--- config.mk ---
export PLATFORM = sky130hd
export DESIGN_NAME = ceq_ram
export DESIGN_NICKNAME = d
export VERILOG_FILES = /design/src/hw/rtl/ceq_ram.sv
export SDC_FILE = /design/constraint.sdc
export NUM_CORES = 1
export LEC_CHECK = 0
export BUFFER_PORTS_ARGS = -buffer_cell sky130_fd_sc_hd__buf_4
export CAP_MARGIN = 20
export CELL_PAD_IN_SITES_DETAIL_PLACEMENT = 1
export CELL_PAD_IN_SITES_GLOBAL_PLACEMENT = 2
export CORE_MARGIN = 10
export CORE_UTILIZATION = 48
export CTS_BUF_LIST = sky130_fd_sc_hd__clkbuf_16
export CTS_CLUSTER_DIAMETER = 60
export DETAILED_ROUTE_END_ITERATION = 7
export PLACE_DENSITY = 0.76
export SYNTH_ARGS = -nofsm -noshare
export SYNTH_HDL_FRONTEND = slang
export SYNTH_SLANG_ARGS = --single-unit
--- constraint.sdc ---
create_clock -name clk -period 2.33 [get_ports clk]
set_clock_uncertainty 0.05 [all_clocks]
set_input_delay 0.1165 -clock clk [delete_from_list [all_inputs] [get_ports clk]]
set_output_delay 0.1165 -clock clk [all_outputs]
set_load 0.05 [all_outputs]
--- src/hw/rtl/ceq_ram.sv ---
// Generic single-write, single-read RAM with registered read data.
// Read during write to the same address returns the old contents. No dependencies.
module ceq_ram #(
  parameter int WIDTH = 8,
  parameter int DEPTH = 16,
  localparam int AW = (DEPTH > 1) ? $clog2(DEPTH) : 1
) (
  input  logic             clk,
  input  logic             we,
  input  logic [AW-1:0]    waddr,
  input  logic [WIDTH-1:0] wdata,
  input  logic [AW-1:0]    raddr,
  output logic [WIDTH-1:0] rdata
);

  logic [WIDTH-1:0] mem [DEPTH];

  always_ff @(posedge clk) begin
    if (we) begin
      mem[waddr] <= wdata;
    end
    rdata <= mem[raddr];
  end

endmodule

# --- Yosys cells after proc, flatten, opt, wreduce, memory -nomap -nowiden ---
# Memory sizes are Yosys's and may differ from the RTL's. A register that Yosys moved wholly into a read port is not among the register bits.
# Cells that the tools add are included.
totals:
  ram_bits: 128
  output_inout_bits: 8
  inputBits: 18
  wordCells: 3
  n_memories: 1
  register_bits: 0
mem_list:
  columns: ["name", "words", "word_bits", "read_ports", "rd_ports_with_merged_regs", "wr", "line", "source"]
  rows:
  - ["mem", 16, 8, 1, 1, 1, "16", "logic [WIDTH-1:0] mem [DEPTH];"]
op_classes:
  n_mux: 2
ops:
  columns: ["operator", "n"]
  rows:
  - ["two-way mux 1 bit", 2]

# --- Longest topological paths before layout ---
# Gate-level depths: netlist of the first run.
logic_depth:
  ltp_word: 2
  ltp_mapped: 5
  mapped_depth_nobuf: 3

# --- Worst setup path before layout of the first run ---
# OpenSTA, ideal clock, no wires.
synth_timing:
  kind: "input-to-reg"
  startpoint: "input waddr[2]"
  endpoint: "memory mem[0][0] (enable)"
  path_stages: 2
  path_buffers: 0
  arrival_time_ns: 1.226
  required_ns: 1.897
  setup_ns: 0.383
  path_slack_ns: 0.671
  cell_sequence: "or3b_2 > nor3_1"
synth_rtl:
  columns: ["item", "line", "source"]
  rows:
  - ["from (decl)", "10", "input logic [AW-1:0] waddr,"]
  - ["to (decl)", "16", null]
# Straight into the memory's write port.

==> impl_metrics.ini, run 1 <==
[run_status]
status = complete, no violations

[clock_tree]
cts-buffers-inserted = 17
cts_max_level = 4
cts_tree = done
cts.sinks = 136
clock_tree.root_cell = clkbuf_16
clkLatencyLatePin_ns = 0.41
post_cts_resize_count = 0
clock_pin_slew_worst_setup_and_hold_paths_ns = 0.06
cts_buffer_depth = 2

[power_and_ir_drop]
power-per-cell-area_nw_per_um2 = 910
power.static_leakage_nw = 2.12
vdd_drop_max_uv = 483

[cells_and_area]
final_util = 0.599
signed_area_change_from_the_synthesized_netlist_to_the_final_layout_pct = 20.7
antenna_cells_inserted = 0
layout-drive-gt1-share = 0.305
nNetsFinal = 307
layout.cell_area.non_filler_um2 = 6210

[placement]
detailedPlace.worstSlack_ns = 0.550
gpl.final_weighted_congestion = 0.722
port_buffers = 25
dp.final_hpwl_mm = 6.72
detailed_place.area_um2 = 5550

[synth]
mappedNetlistArea_um2 = 5150
synth.largest_area_cell = edfxtp_1
synth_enable_flop_cells = 128
post_synth_most_frequent_cells = edfxtp_1, mux4_2, a22oi_1
yosys.cell_count.top_type = edfxtp_1
synth-warning-count = 0
synth-main-ff-cell = edfxtp_1
synthesized_net_count = 247
synthDominantCellAreaShare = 0.747
async_sr_flop_fraction = 0
synth.distinct_cells = 19
netlist_top_cells_area = edfxtp_1, mux4_2, mux4_1
synth_sequential_area_ratio = 0.778
total_of_flip_flops_plus_latches_after_synthesis = 136
syn_area_per_cell_um2 = 22.5
post_synth_inst_count = 229

[critical_path]
path_max_fanout = 1
rrSetupSlack_ns = 0.86
critPathCapture = rdata[6]
critPathKind = flip-flop to flip-flop
worst-endpoint-required_ns = 2.57
start_kind = flip-flop
rr_startpoint = mem[11][6]
reg2reg_to = rdata[6]
worstSetupStartpoint = mem[11][6]
endpoint_kind = flip-flop
r2r.worst_path.cells = 3
critical_path_arrival_ns = 1.71

[global_route]
grt_max_degree = 33
grt_first_pass_wirelength_mm = 15.9
grt_use_total = 0.150
initial_antenna_violation_count = 0
grt-ovfl-total = 0
first_global_vias = 2618

[timing]
finalSetupViolations = 0
timing.final.hold_violations = 0
final.hold.worst_slack_ns = 0.177
totalNegativeSetupSlack_ns = 0
post-route-worst-setup-slack_ns = 0.855
tightest_slew_ns = 0.785
timing.final.max_slew_violations = 0
fin_crit_ns = 1.47
worst_slew_margin_rel = 0.476
rsz0062_at_grt = no
ratio_of_final_minimum_period_to_clock_period = 0.633
clock.fmax_mhz = 678

[worst_hold_path]
timing.hold.worst.class = input pin to flip-flop

[detailed_routing]
route.detailed.drc = 0
firstDrtPassIters = 4
starting_drt_drc_count = 209
wl_mm = 10.5
vias_per_cell = 5.59
ant_nets = 0
average_wire_per_standard_cell_um = 24.0
num_vias = 2449

[die]
design.die.area_um2 = 15300
die_x_um = 124
fp.coreArea_um2 = 10400
io_pins = 26
initial_core_util = 0.496
chipHeight_um = 124
floorplan.rows = 37

[flow_run]
maxCapViolCount = 0
==> power breakdown <==
group          leakage (nW)  internal, mW  switching, mW
clock                 0.275          1.57          0.994
sequential             1.22          2.74         0.0208
combinational         0.620         0.131          0.196
total                  2.12          4.44           1.21
==> cell usage in the layout, fill, tap and decap left out, drive strengths merged, types with 2 or more instances in the layout <==
cell,synthesis,routed
mux4,32,32
nand3b,2,2
clkbuf,0,17
nor3,4,4
dlygate4sd3,0,8
dfxtp,8,8
bufinv,0,2
clkinvlp,0,4
edfxtp,128,128
buf,7,43
inv,0,5
nor2,13,13
nand2,9,9
nand2b,2,2
clkinv,0,4
a22oi,16,16
==> worst max-delay path, cell delays in order (launching register included) <==
cell,delay [ns]
edfxtp_1,0.41
mux4_2,0.50
a22oi_1,0.31
nand2_1,0.08
==> through the flow <==
stage / power (mW) / instances
CTS: 5.71 / 438
finish: 5.65 / 438
global placement: 3.12 / 398
floorplan: 2.99 / 229
global route: 5.85 / 438
detailed placement: 3.13 / 398
==> logic make-up after synthesis <==
group                  share of synthesized area
DFF                                        0.778
AOI/OAI and AO/OA                         0.0233
buffers and inverters                     0.0168
muxes                                      0.150
and+or+nand+nor                           0.0318
==> layout make-up <==
cell class	count	area, µm²
Fill cell	900	4160
Sequential cell	136	4000
Multi-Input combinational cell	83	1060
Clock buffer	17	425
Timing Repair Buffer	51	403
Tap cell	136	170
Clock inverter	15	151
==> metal layers <==
metal / wire length, µm / track usage / up-vias
met5: 0 / 0 / -
li1: - / - / 1096
met2: 5300 / 0.236 / 84
met1: 4420 / 0.193 / 1258
met4: 102 / 0.0480 / 0
met3: 697 / 0.0488 / 11
==> sequential cells by signal (all words and copies together) (netlist names) <==
signal / count
mem: 128
rdata: 8
==> worst min path at each step <==
stage | slack (ns) | cells past startpoint | endpoint | startpoint
floorplan | 0.17 | 0 | mem[0][0] | wdata[0]
global placement | 0.37 | 1 | mem[12][3] | wdata[3]
detailed placement | 0.39 | 1 | mem[12][3] | wdata[3]
CTS | 0.16 | 3 | mem[8][7] | waddr[0]
global route | 0.17 | 3 | mem[8][5] | waddr[0]
finish | 0.18 | 3 | mem[8][5] | waddr[0]
==> repair_timing <==
action,in CTS,in global routing
setup buffers,0,0
hold endpoints to repair,128,0
hold buffers,8,0
Note: power is estimated with default switching activity, not from simulation.
==> run 2, diff against run 1 <==
- CORE_UTILIZATION: 48 -> 43
- PLACE_DENSITY: 0.76 -> 0.72
- clock period: 2.33 -> 1.3 ns (I/O delays scaled with it)
==> run 2 against run 1 <==
Net effect: the run now ends with negative setup slack left; cell area up 2.7%; die area increased by 9.7%; worst setup slack worse by 0.92 ns; total power increased by 82%; fmax rose by 8.2%; via count rose by 2.0%; highest routed layer unchanged.
==> impl_metrics.ini, run 2 (synthesis results as in run 1) <==
[placement]
dp.final_hpwl_mm = 7.24
gpl.final_weighted_congestion = 0.725
port_buffers = 25
detailedPlace.worstSlack_ns = -0.255
detailed_place.area_um2 = 5710
post-place-cells = 414

[cells_and_area]
layout_commonest_cell = edfxtp_1
layout.cell_area.non_filler_um2 = 6380
signed_area_change_from_the_synthesized_netlist_to_the_final_layout_pct = 23.9
fillerInstances = 1018
final-seq-area_um2 = 4000
largest_reg_flops = 128
multiInputGateArea_um2 = 1070
max_flop_register = mem
mostFrequentLayoutCells = edfxtp_1, buf_4, mux4_2
largest_registers = mem: 128 flops, rdata: 8 flops
final_util = 0.551
finish.cell_count_without_fillers = 454
nNetsFinal = 316
layout-drive-gt1-share = 0.389
antenna_cells_inserted = 0

[power_and_ir_drop]
p_comb_frac = 0.065
vdd_drop_max_uv = 928
power.static_leakage_nw = 2.15
power.internal_mw = 8.17
clkPwrFrac = 0.454
seqPwrFrac = 0.481
power-per-cell-area_nw_per_um2 = 1610
netSwitchingFraction = 0.206
p_total_mw = 10.3
switching_pwr_mw = 2.11

[critical_path]
slowest_cp_cell = mux4_2
critPathKind = flip-flop to flip-flop
start_kind = flip-flop
reg2reg_to = rdata[6]
crit_path_cell_trace = mux4_2 -> a22oi_2 -> nand2_1
kind_of_cell_with_the_highest_combined_delay_on_the_critical_path = multiplexers
rr_startpoint = mem[3][6]
endpoint_kind = flip-flop
crit_buf_inv = 0
worstSetupStartpoint = mem[3][6]
critical_path_arrival_ns = 1.60
path_max_fanout = 1
critPathMaxStageDelay_ns = 0.50
rrSetupSlack_ns = -0.06
r2r.worst_path.cells = 3
worst-path-stages = 3
worst-endpoint-required_ns = 1.54

[detailed_routing]
starting_drt_drc_count = 170
vias_per_cell = 5.50
wl_mm = 11.0
route.detailed.drc = 0
firstDrtPassIters = 4
ant_nets = 0
num_vias = 2498
average_wire_per_standard_cell_um = 24.3

[timing]
timing.final.hold_violations = 0
totalNegativeSetupSlack_ns = -0.143
ratio_of_final_minimum_period_to_clock_period = 1.05
post-route-worst-setup-slack_ns = -0.0628
worst_slew_margin_rel = 0.344
tightest_slew_ns = 0.980
timing.final.max_slew_violations = 0
finalSetupViolations = 6
clock.fmax_mhz = 734
fin_crit_ns = 1.36
final.hold.worst_slack_ns = 0.148
rsz0062_at_grt = yes

[flow_run]
maxCapViolCount = 0

[global_route]
initial_antenna_violation_count = 0
grt_max_degree = 17
grt_first_pass_wirelength_mm = 17.1
grt-ovfl-total = 0
grt_use_total = 0.142
first_global_vias = 2754

[worst_hold_path]
hold-path-endpoint = mem[0][4]
hp-start = waddr[0]
timing.hold.worst.class = input pin to flip-flop
worst_hold_path.num_cells = 3

[clock_tree]
cts_tree = done
cts_buffer_depth = 2
clock_pin_slew_worst_setup_and_hold_paths_ns = 0.05
clkLatencyLatePin_ns = 0.40
clock_tree.root_cell = clkbuf_16
cts-buffers-inserted = 17
cts.sinks = 136
cts_max_level = 4

[die]
fp.coreArea_um2 = 11600
floorplan.rows = 39
die_x_um = 129
initial_core_util = 0.445
chipHeight_um = 129
design.die.area_um2 = 16700
io_pins = 26

[run_status]
status = finished, violations left
failed_checks = negative setup slack
run 2: cell types whose count changed in the layout (fill, tap and decap cells not counted), sizes merged:
cell / previous run / this run
bufinv: 2 / 3
clkinv: 4 / 8
inv: 5 / 0
buf: 43 / 52
run 2: what timing repair did:
action,in CTS,in global routing
endpoints found under the setup margin,8,8
setup buffers,0,0
pin swaps,8,2
hold endpoints to repair,128,0
resized for setup,18,0
hold buffers,8,0
run 2: cell type report:
cell class / instances / area share
Clock buffer: 17 / 0.0667
Multi-Input combinational cell: 83 / 0.169
Clock inverter: 15 / 0.0251
Timing Repair Buffer: 60 / 0.0836
Sequential cell: 136 / 0.628
Tap cell: 143 / 0.0281
run 2: metal layers:
| metal | up-vias | track usage | routed length [µm] |
|---|---|---|---|
| li1 | 1102 | - | - |
| met1 | 1334 | 0.178 | 4790 |
| met2 | 55 | 0.235 | 5710 |
| met3 | 7 | 0.0371 | 454 |
| met4 | 0 | 0.0496 | 83 |
| met5 | - | 0 | 0 |
run 2: tightest hold or removal path: stages:
cell    delay, ns
buf_4        0.13
nor3_2       0.05
buf_4        0.17
run 2: power groups by stage:
| stage | Combinational, mW | Clock [mW] | Sequential, mW |
|---|---|---|---|
| global placement | 0.618 | 0 | 5.02 |
| finish | 0.671 | 4.67 | 4.94 |
| global route | 0.720 | 4.97 | 4.95 |
| detailed placement | 0.632 | 0 | 5.03 |
| floorplan | 0.250 | 0 | 5.12 |
| CTS | 0.680 | 4.73 | 4.94 |
run 2: worst max-delay path by stage:
stage / end / slack (ns)
global route: rdata[6] / -0.11
detailed placement: rdata[0] / -0.25
CTS: rdata[6] / -0.09
floorplan: mem[3][0] / -0.08
finish: rdata[6] / -0.06
global placement: rdata[0] / -0.23
